File: src/rtl/pngu_pkg.sv
`timescale 1ns / 1ps
// package for the png scanline unfilter: sizes, filter codes, neighbor struct
// no dependencies
package pngu_pkg;

  localparam int MAX_ROW_BYTES = 16384;
  localparam int MAX_BPP       = 8;
  localparam int COL_W         = $clog2(MAX_ROW_BYTES);
  localparam int SLOT_W        = $clog2(MAX_BPP);
  localparam int BPP_W         = 4;

  localparam logic [BPP_W-1:0] BPP_MIN   = BPP_W'(1);
  localparam logic [BPP_W-1:0] BPP_MAX   = BPP_W'(MAX_BPP);
  localparam logic [BPP_W-1:0] BPP_RESET = BPP_W'(1);

  // row filter codes
  localparam logic [7:0] FLT_NONE  = 8'd0;
  localparam logic [7:0] FLT_SUB   = 8'd1;
  localparam logic [7:0] FLT_UP    = 8'd2;
  localparam logic [7:0] FLT_AVG   = 8'd3;
  localparam logic [7:0] FLT_PAETH = 8'd4;

  // left, upper and upper-left neighbors of the current byte
  typedef struct packed {
    logic [7:0] left;
    logic [7:0] up;
    logic [7:0] up_left;
  } pngu_nbr_t;

endpackage

File: src/rtl/pngu_predict.sv
`timescale 1ns / 1ps
// filter predictor: none, sub, up, average and paeth, result modulo 256
// depends on pngu_pkg
module pngu_predict (
  input  pngu_pkg::pngu_nbr_t nbr,
  input  logic [7:0]          filter_type,
  input  logic [7:0]          raw_byte,
  output logic [7:0]          pixel_byte,
  output logic                bad_filter
);

  logic signed [9:0] p;
  logic signed [9:0] da;
  logic signed [9:0] db;
  logic signed [9:0] dc;
  logic [9:0]        pa;
  logic [9:0]        pb;
  logic [9:0]        pc;
  logic [7:0]        paeth;
  logic [8:0]        avg_sum;
  logic [7:0]        pred;

  // paeth distances in 10-bit signed arithmetic
  always_comb begin
    p  = $signed({2'b00, nbr.left}) + $signed({2'b00, nbr.up})
         - $signed({2'b00, nbr.up_left});
    da = p - $signed({2'b00, nbr.left});
    db = p - $signed({2'b00, nbr.up});
    dc = p - $signed({2'b00, nbr.up_left});
    pa = da[9] ? 10'(-da) : 10'(da);
    pb = db[9] ? 10'(-db) : 10'(db);
    pc = dc[9] ? 10'(-dc) : 10'(dc);
    if (pa <= pb && pa <= pc) begin
      paeth = nbr.left;
    end else if (pb <= pc) begin
      paeth = nbr.up;
    end else begin
      paeth = nbr.up_left;
    end
  end

  assign avg_sum = {1'b0, nbr.left} + {1'b0, nbr.up};

  always_comb begin
    bad_filter = 1'b0;
    unique case (filter_type)
      pngu_pkg::FLT_NONE:  pred = 8'd0;
      pngu_pkg::FLT_SUB:   pred = nbr.left;
      pngu_pkg::FLT_UP:    pred = nbr.up;
      pngu_pkg::FLT_AVG:   pred = avg_sum[8:1];
      pngu_pkg::FLT_PAETH: pred = paeth;
      default: begin
        pred       = 8'd0;
        bad_filter = 1'b1;
      end
    endcase
  end

  assign pixel_byte = raw_byte + pred;

endmodule

File: config.mk
export PLATFORM = sky130hd
export DESIGN_NAME = pngu_predict
export DESIGN_NICKNAME = d
export VERILOG_FILES = /design/src/rtl/pngu_pkg.sv /design/src/rtl/pngu_predict.sv
export SDC_FILE = /design/constraint.sdc
export NUM_CORES = 1
export LEC_CHECK = 0
export ABC_AREA = 1
export BUFFER_PORTS_ARGS = -buffer_cell sky130_fd_sc_hd__buf_4
export CORE_MARGIN = 10
export CORE_UTILIZATION = 40
export DETAILED_ROUTE_END_ITERATION = 6
export SLEW_MARGIN = 5
export SYNTH_ARGS = -nofsm -noshare
export SYNTH_HDL_FRONTEND = slang
export SYNTH_SLANG_ARGS = --single-unit
File: constraint.sdc
create_clock -name vclk -period 8.55
set_input_delay 0.4275 -clock vclk [all_inputs]
set_output_delay 0.4275 -clock vclk [all_outputs]
set_load 0.05 [all_outputs]
### After elaboration in Yosys (flattened, before gate mapping)

Cells that the tools add are included.

| cells by class | value |
|---|---|
| $add $sub $neg | 10 |
| magnitude comparators | 3 |
| equality and inequality tests | 4 |
| muxes and demuxes | 7 |
| reductions and logical operators | 3 |

Operators by type and width:

| kind | count |
|---|---|
| 8-bit case mux with 4 select lines | 1 |
| 10-bit less-or-equal comparator | 3 |
| 10-bit two-way mux | 3 |
| 10-bit negation | 3 |
| 10-bit by 9-bit subtractor with 10-bit output | 3 |
| 8-bit by 8-bit adder with 9-bit output | 2 |
| 8-bit by 2-bit equality test with 1-bit output (second input constant) | 2 |
| 8-bit two-way mux | 2 |
| 9-bit by 8-bit subtractor with 10-bit output | 1 |
| 8-bit adder | 1 |
| 8-bit by 1-bit equality test with 1-bit output (second input constant) | 1 |
| 8-bit by 3-bit equality test with 1-bit output (second input constant) | 1 |
| 8-bit zero test | 1 |
| 5-bit OR reduction | 1 |
| 1-bit logical AND | 1 |
| 1-bit two-way mux | 1 |

| word-level totals | value |
|---|---|
| register bits after elaboration | 0 |
| input bits | 40 |
| output and inout bits | 9 |
| logic and storage cells | 27 |

### Depth between registers and ports, before layout

Gate-level depths: netlist of run 1.

| depth | value |
|---|---|
| depth after elaboration | 10 |
| mapped depth | 51 |
| depth with buffers taken out | 50 |

### Worst setup path before layout of run 1

No wires, ideal clock.

| path | value |
|---|---|
| kind | input to output |
| start point | in nbr[9] (netlist bit) |
| end point | out pixel_byte[6] |
| arrival | 6674 ps |
| required time | 8123 ps |
| slack | 1448 ps |
| stages on the path | 37 |
| path buffers | 1 |
| cell sequence | inv_1 -> fa_1 -> inv_1 -> fa_1 -> nand3_1 -> nand2_1 -> a31oi_1 -> xnor2_1 -> ha_1 -> a21o_1 -> nor2_1 -> nand2_1 -> nand2_1 -> nand4_1 -> nand2_2 -> inv_1 -> nor2_1 -> xor2_1 -> inv_1 -> ha_1 -> a21oi_1 -> o21ai_0 -> nand2_1 -> a21oi_1 -> a211oi_1 -> nor2_1 -> o21ai_0 -> nand2_1 -> buf_4 -> o211ai_1 -> nand2_1 -> ha_1 -> fa_1 -> a31oi_1 -> o21ai_0 -> a21oi_1 -> xor2_1 |

| on the way | value |
|---|---|
| word-level cells in the longest chain between the ends | 10 |
| elaborated cells between the ends (all ways) | 20 |
| those cells by class | add/sub: 10; order compare: 3; mux: 6; reduce/logical: 1 |

RTL lines:

| element | RTL line | RTL |
|---|---|---|
| start, declared | pngu_predict.sv:5 | `input pngu_pkg::pngu_nbr_t nbr,` |
| 8-bit by 8-bit adder with 9-bit output | pngu_predict.sv:25, pngu_predict.sv:42 |  |
| 9-bit by 8-bit subtractor with 10-bit output | pngu_predict.sv:26 | `- $signed({2'b00, nbr.up_left});` |
| 10-bit by 9-bit subtractor with 10-bit output, on equally long branches | pngu_predict.sv:28, pngu_predict.sv:27, pngu_predict.sv:29 |  |
| 10-bit negation, on equally long branches | pngu_predict.sv:31, pngu_predict.sv:30, pngu_predict.sv:32 |  |
| 10-bit two-way mux, on equally long branches | pngu_predict.sv:31, pngu_predict.sv:30, pngu_predict.sv:32 |  |
| 10-bit less-or-equal comparator, on equally long branches | pngu_predict.sv:35, pngu_predict.sv:33 |  |
| 8-bit two-way mux or 1-bit logical AND (tied branches) | pngu_predict.sv:35, pngu_predict.sv:33 |  |
| 8-bit two-way mux | pngu_predict.sv:33 | `if (pa <= pb && pa <= pc) begin` |
| 8-bit case mux with 4 select lines * | pngu_predict.sv:46 | `unique case (filter_type)` |
| 8-bit adder * | pngu_predict.sv:59 | `assign pixel_byte = raw_byte + pred;` |
| end, declared | pngu_predict.sv:8 | `output logic [7:0] pixel_byte,` |

Every way passes the cells marked *; elsewhere a longest branch is shown, timed or not.

### Final worst setup path of run 1

| path | value |
|---|---|
| start point | in nbr[16] (netlist bit) |
| end point | out pixel_byte[7] |

Same word-level chain as after synthesis.

==> results.md, run 1 <==
- Hold Vio Cnt, Final: 0
- Max Fanout on Critical Path: 12
- Post-Synth XOR/XNOR Area: a little under 8%
- WP data arrival: between 7 and 8 ns
- Hpwl dp: ~12000 µm
- Initial Utilization: roughly 41%
- Postcts setup bufs: 0
- Pre-antenna DRT Iters: 5
- Hold Worst Slack: between 1 and 1.5 ns
- Placer Congestion: a little over 0.9
- DR iter-0 viols: 262
- Unrepaired setup endpoints after global routing: false
- Main area contributors after synthesis: ha_1 (22%), nand2_1 (17%), inv_1 (14%), nand3_1 (6.8%), fa_1 (6.1%)
- Initial antenna violation count: 1
- Post-synthesis adder-cell area fraction: between 20 and 30%
- Status: complete, no violations
- Post-synthesis mux area share: 0%
- Synthesis warning total: 0
- Post-cts resize count: 0
- Fin nets: a little over 900
- Die H: approximately 120 µm
- Syn-to-layout area delta: 12.6%
- Period utilisation layout: slightly above 90%
- Filler cell count: 1126
- Worst hold path class: primary input to output pin
- Die width: roughly 120 µm
- Max-slew headroom: a little under three fifths
- Routed Antenna Nets: 0
- Hold buffers post-CTS: 0
- Top-count cell post-synth: nand2_1
- Footprint of the multi-input gates: 3650 µm²
- Dpl cells: 925
- Global Route Usage Sum: 17.7%
- Fmax: ~130 MHz
- Drt total wl: between 10000 and 15000 µm
- Commonest cells in the netlist: nand2_1 (188), inv_1 (160), ha_1 (76)
- Largest net degree at the start of global routing: 15
- FFs & Latches: 0
- TNS Setup: 0 ns
- Req. time, crit path: around 8 ns
- Clock buffers: 0
- Reg area: 0 µm²
- Vias in the first global route: around 4700
- Final Setup Violations: 0
- Total grt overflow: 0
- Syn Nets: ~870
- WS Path Type: primary input to output pin
- Synth Instances: around 740
- Die area: 15200 µm²
- Largest family of logic cells by synthesized area: simple AND/OR/NAND/NOR gates
- PortBufs: 49
- Largest area contributor in the netlist: ha_1
- Top Ports: 49
- First-pass GRT wire length: roughly 22000 µm
- Crit-path slowest cell: fa_1
- Sequential-to-total area share from yosys stat: 0%
- DRC viols: 0
- Simple-Gate Fraction of Synth Area: a little over a third
- Startpoint types: primary input
- Crit. End Element: output pin
- Post-Syn Area per Cell: roughly 5.7 µm²
- Placeable Area: 10400 µm²
- Top-area cell type share of the netlist area: about 22%
- Max-cap viol count: 0
- Synth Area in Compound Gates: between 10% and 20%
- Ant diodes: 0
- Synth cell types: 38
- Wire per inst: 14.3 µm
- Post-synthesis cell area: 4270 µm²
- Slew @ Worst Pin: 0.668 ns
- Fraction of layout instances using a drive strength above 1: under 10%
- Critical Path Max Stage Delay: ~0.44 ns
- DR vias: ~4700
- Cell Rows: 37
- Final Max Tran Viols: 0
- Minimum clock period: a little under 8 ns
- DR vias/cell: 5.13
- Post-route insts no fill: 925
==> path summary, 6_finish.rpt <==
check / endpoint / from / depth (start not counted)
max: pixel_byte[7] / nbr[16] / 47
min: pixel_byte[0] / raw_byte[0] / 3
==> cells in the final DEF, fill, tap and decap left out, types with 2 or more instances in the layout <==
cell type,count
nor2_1,66
a21oi_2,2
buf_4,49
xnor2_1,13
a211oi_1,2
o22ai_1,8
nand2_1,187
a2111oi_0,2
or2_2,3
xor2_1,23
nand3_1,58
o21ai_0,19
nand4_1,20
a21oi_1,40
ha_1,76
nand3b_1,5
inv_2,2
o211ai_1,6
a31oi_1,5
o21ai_1,2
nand2_2,8
a21o_1,4
o211ai_2,2
inv_1,160
fa_1,13
nor4_1,2
==> worst max-delay path, delay by kind of cell <==
kind | cells | cell delay [ns]
adder cells (fa/ha/maj) | 6 | 1.95
XOR/XNOR | 3 | 0.66
AND/OR/NAND/NOR | 18 | 1.82
AO/OA/AOI/OAI | 11 | 1.64
buffers and inverters | 9 | 0.90
==> per-stage QoR <==
step           utilization [%]  worst slack, ns  cell area, µm²
5_1_grt                   46.3         0.000545            4800
4_1_cts                   46.1            0.419            4780
3_5_place_dp              46.1            0.447            4780
6_report                  46.3            0.675            4800
2_1_floorplan                -             1.45            4270
3_3_place_gp              46.1            0.649            4780
==> kinds of logic after synthesis <==
logic type | after synthesis
simple gates | 357
buf+inv | 166
compound gates | 93
fa+ha+maj | 89
xor+xnor | 38
==> metal layers <==
layer	vias to the layer above	part of all wire [%]	GRT usage [%]
met5	-	0.098	0
li1	2479	-	-
met1	2110	46	23.5
met3	33	4.1	0.820
met4	2	4.1	6.33
met2	124	45	29.7
==> area by class of cell <==
class	count	area share, %
Multi-Input combinational cell	577	76.0
Tap cell	136	3.54
Timing Repair Buffer	49	7.66
Inverter	163	12.8
Power of run 1 is left out: the tool's default activity adds up to more than one toggle a clock period on the data nets, which glitch-free logic cannot reach.
==> run 2, diff against run 1 <==
==> constraint.sdc (replaced) <==
create_clock -name vclk -period 7.95
set_input_delay 0.3975 -clock vclk [all_inputs]
set_output_delay 0.3975 -clock vclk [all_outputs]
set_load 0.05 [all_outputs]
==> run 2 against run 1 <==
Net effect:
- setup slack got worse by 0.17 ns
- routed wire length up 3.1%
- non-clock buffer count increased by 9
- die area stayed put
- global-route usage fell by 0.11 points
- first-iteration DRC count increased by 44%
- sequential cell count is the same
- core utilization is 2.3 points higher
==> results.md, run 2 (synthesis results as in run 1) <==
- Status: complete, no violations
- Util after Layout: 48.6%
- Max Fanout on Critical Path: 9
- Max-cap viol count: 0
- Crit path top cell by count: nand2_1
- Crit. End Element: output pin
- Fraction of layout instances using a drive strength above 1: a little over an eighth
- Req. time, crit path: about 7.6 ns
- Placeable Area: approximately 10000 µm²
- Final Max Tran Viols: 0
- Placer Congestion: a little over 0.9
- Worst path bufs/invs: 10
- Ant diodes: 0
- Dpl cells: 926
- Startpoint types: primary input
- Critical Path Max Stage Delay: roughly 0.50 ns
- Max-slew headroom: roughly 49%
- Pre-antenna DRT Iters: 5
- Post-route insts no fill: around 930
- Fin nets: a little over 900
- Final Setup Violations: 0
- Initial Utilization: roughly 40%
- Die width: between 100 and 150 µm
- Die area: between 15000 and 20000 µm²
- Initial antenna violation count: 0
- Slew @ Worst Pin: ~0.75 ns
- First-pass GRT wire length: 22300 µm
- Hpwl dp: roughly 12000 µm
- Top Ports: 49
- Commonest non-fill, non-tap cell in the layout: nand2_1
- Minimum clock period: between 7 and 8 ns
- Routed Antenna Nets: 0
- Clock buffers: 0
- DRC viols: 0
- Reg area: 0 µm²
- Placed Area: about 4800 µm²
- Drt total wl: 13700 µm
- Vias in the first global route: ~4700
- CP startpoint: nbr[20]
- Global Route Usage Sum: 17.6%
- Crit-path slowest cell: fa_1
- Cell Rows: 37
- WS Path Type: primary input to output pin
- WP data arrival: approximately 7.0 ns
- DR iter-0 viols: about 380
- Fmax: around 130 MHz
- Critical Path End: pixel_byte[7]
- Post-route cell area: 5040 µm²
- Syn-to-layout area delta: 18.2%
- Hold Vio Cnt, Final: 0
- Largest net degree at the start of global routing: 15
- DR vias/cell: roughly 5.2
- FFs & Latches: 0
- DR vias: 4873
- WP depth: 42
- Total grt overflow: 0
- Die H: approximately 120 µm
- Worst hold path class: primary input to output pin
- Family with the most delay on the worst path: simple AND/OR/NAND/NOR gates
- Period utilisation layout: ~94%
- PortBufs: 49
- Most frequent cells in the layout: nand2_1 (185), inv_1 (158), ha_1 (69), nor2_1 (64), nand3_1 (58)
- Wire per inst: approximately 15 µm
[run 2: cell count changes in the layout (fill, tap and decap cells not counted), moves of 3 or more]
cell	before	now
buf_4	49	56
o21ai_0	19	16
ha_1	76	69
ha_4	0	5
xnor2_2	1	4
xnor2_1	13	10
[run 2: metrics by stage]
stage	hold slack [ns]	TNS, ns	setup WS (ns)
finish	1.18	0	0.509
CTS	1.19	0	0.0464
global route	1.19	-0.0182	-0.0182
floorplan	1.14	0	0.908
global placement	1.18	0	0.232
detailed placement	1.19	0	0.0992
[run 2: worst min path at each step]
stage | endpoint | start | depth (start not counted) | slack [ns]
5_1_grt | pixel_byte[0] | raw_byte[0] | 3 | 1.19
3_3_place_gp | pixel_byte[0] | raw_byte[0] | 3 | 1.18
2_1_floorplan | bad_filter | filter_type[0] | 3 | 1.14
4_1_cts | pixel_byte[0] | raw_byte[0] | 3 | 1.19
6_report | pixel_byte[0] | raw_byte[0] | 3 | 1.18
3_5_place_dp | pixel_byte[0] | raw_byte[0] | 3 | 1.19
[run 2: metal layers]
metal	up-vias	track usage (%)	routed length (µm)
met4	0	4.29	459
met3	36	1.41	717
met2	177	30.6	6390
li1	2500	-	-
met1	2160	22.9	6120
met5	-	0	0
[run 2: layout make-up]
type               count  area (µm²)
fillers             1124        5330
multi-input cells    577        3810
inverters            163         618
repair buffers        58         443
well taps            136         170
[run 2: what timing repair did]
action	4_1_cts	5_1_grt
setup buffers	0	8
endpoints found under the setup margin	0	4
resized for setup	0	41
hold buffers	0	0
Power of run 2 is left out for the same reason.
==> run 3, diff against run 2 <==
==> constraint.sdc (replaced) <==
create_clock -name vclk -period 7.95
set_input_delay 0.3975 -clock vclk [all_inputs]
set_output_delay 0.3975 -clock vclk [all_outputs]
set_load 0.1 [all_outputs]
==> run 3 against run 2 <==
Net effect:
- fmax grew 0.65%
- worst hold slack gained 0.096 ns
- highest routed layer unchanged
- core utilization grew 0.53 points
- first-iteration DRC count shrank 4.8%
- critical path type unchanged
- non-clock buffer count shrank 1
- via count shrank 2.4%
- sequential share of layout area is the same
- critical path depth grew 1
- clock-buffer cell count is the same
- global-route usage shrank 0.27 points
==> results.md, run 3 (synthesis results as in run 1) <==
- Critical Path Max Stage Delay: 0.55 ns
- Req. time, crit path: approximately 7.6 ns
- Crit path top cell by count: nand2_1
- Worst path bufs/invs: 9
- Crit. End Element: output pin
- Total grt overflow: 0
- Hpwl dp: around 12000 µm
- WHS Path Cells: 3
- Clock buffers: 0
- Crit-path slowest cell: a2111oi_1
- DR vias/cell: between 5 and 6
- Placer Congestion: 0.926
- Hold Worst Slack: 1.27 ns
- Dpl cells: about 930
- Placeable Area: around 10000 µm²
- Hold Vio Cnt, Final: 0
- Fmax: roughly 140 MHz
- Pre-antenna DRT Iters: 7
- Commonest non-fill, non-tap cell in the layout: nand2_1
- Hold buffers post-CTS: 0
- Final Setup Violations: 0
- Family with the most delay on the worst path: adder cells
- First-pass GRT wire length: ~22000 µm
- Fraction of layout instances using a drive strength above 1: between 10% and 20%
- DR iter-0 viols: ~360
- Filler cell count: 1109
- Global Route Usage Sum: 17.3%
- PortBufs: about 50
- Die area: approximately 15000 µm²
- DRC viols: 0
- Wire per inst: about 14 µm
- Initial Utilization: around two fifths
- Max Fanout on Critical Path: 7
- FFs & Latches: 0
- Max-cap viol count: 0
- WP depth: 43
- Most frequent cells in the layout: nand2_1 (185), inv_1 (159), ha_1 (66), nor2_1 (65), nand3_1 (58)
- Worst hold path class: primary input to output pin
- Fin nets: roughly 930
- Period utilisation layout: 93.0%
- Post-route setup slack: 0.557 ns
- Status: complete, no violations
- Reg area: 0 µm²
- Initial antenna violation count: 0
- Cell Rows: 37
- WP data arrival: about 7.0 ns
- Ant diodes: 0
- Startpoint types: primary input
- Drt total wl: 13300 µm
- Vias in the first global route: approximately 4500
- Die width: ~120 µm
- Syn-to-layout area delta: 19.5%
- Routed Antenna Nets: 0
- Placed Area: 4790 µm²
- Post-route insts no fill: 933
- Final Max Tran Viols: 0
- Post-route cell area: 5100 µm²
- Largest net degree at the start of global routing: 15
- DR vias: 4757
- Max-slew headroom: a little over half
- WS Path Type: primary input to output pin
- Die H: roughly 120 µm
- Top Ports: 49
- Worst slack, placed: -0.0414 ns
- Slew @ Worst Pin: about 0.68 ns
- Minimum clock period: around 7.4 ns
run 3: changes by cell type in the layout (fill, tap and decap cells not counted), moves of 2 or more:
cell / change
buf_6: -2
ha_1: -3
ha_4: +3
xnor2_2: -2
run 3: final timing paths:
| check | from | to |
|---|---|---|
| worst max-delay path | nbr[11] | pixel_byte[7] |
| worst min-delay path | raw_byte[0] | pixel_byte[0] |
run 3: area by class of cell:
cell class         count  area (µm²)  share of cell area, %
inverters            163         614                   12.1
well taps            136         170                   3.34
multi-input cells    577        3870                   76.0
repair buffers        57         440                   8.64
run 3: routing by layer:
metal | vias up | part of all wire, % | global-route usage, %
met2 | 114 | 47 | 29.9
met1 | 2129 | 46 | 22.7
met3 | 25 | 4.2 | 1.00
met4 | 0 | 2.8 | 4.80
met5 | - | 0 | 0
li1 | 2489 | - | -
run 3: what timing repair did:
item / CTS / global route
buffers inserted: 0 / 7
pin swaps: 0 / 16
setup endpoints to repair: 1 / 4
resized for setup: 2 / 47
run 3: metrics by stage:
stage | setup TNS (ns) | utilization [%]
detailed placement | -0.0414 | 46.2
global route | -0.0334 | 49.2
finish | 0 | 49.2
global placement | 0 | 46.2
floorplan | 0 | -
CTS | 0 | 46.3
Power of run 3 is left out for the same reason.
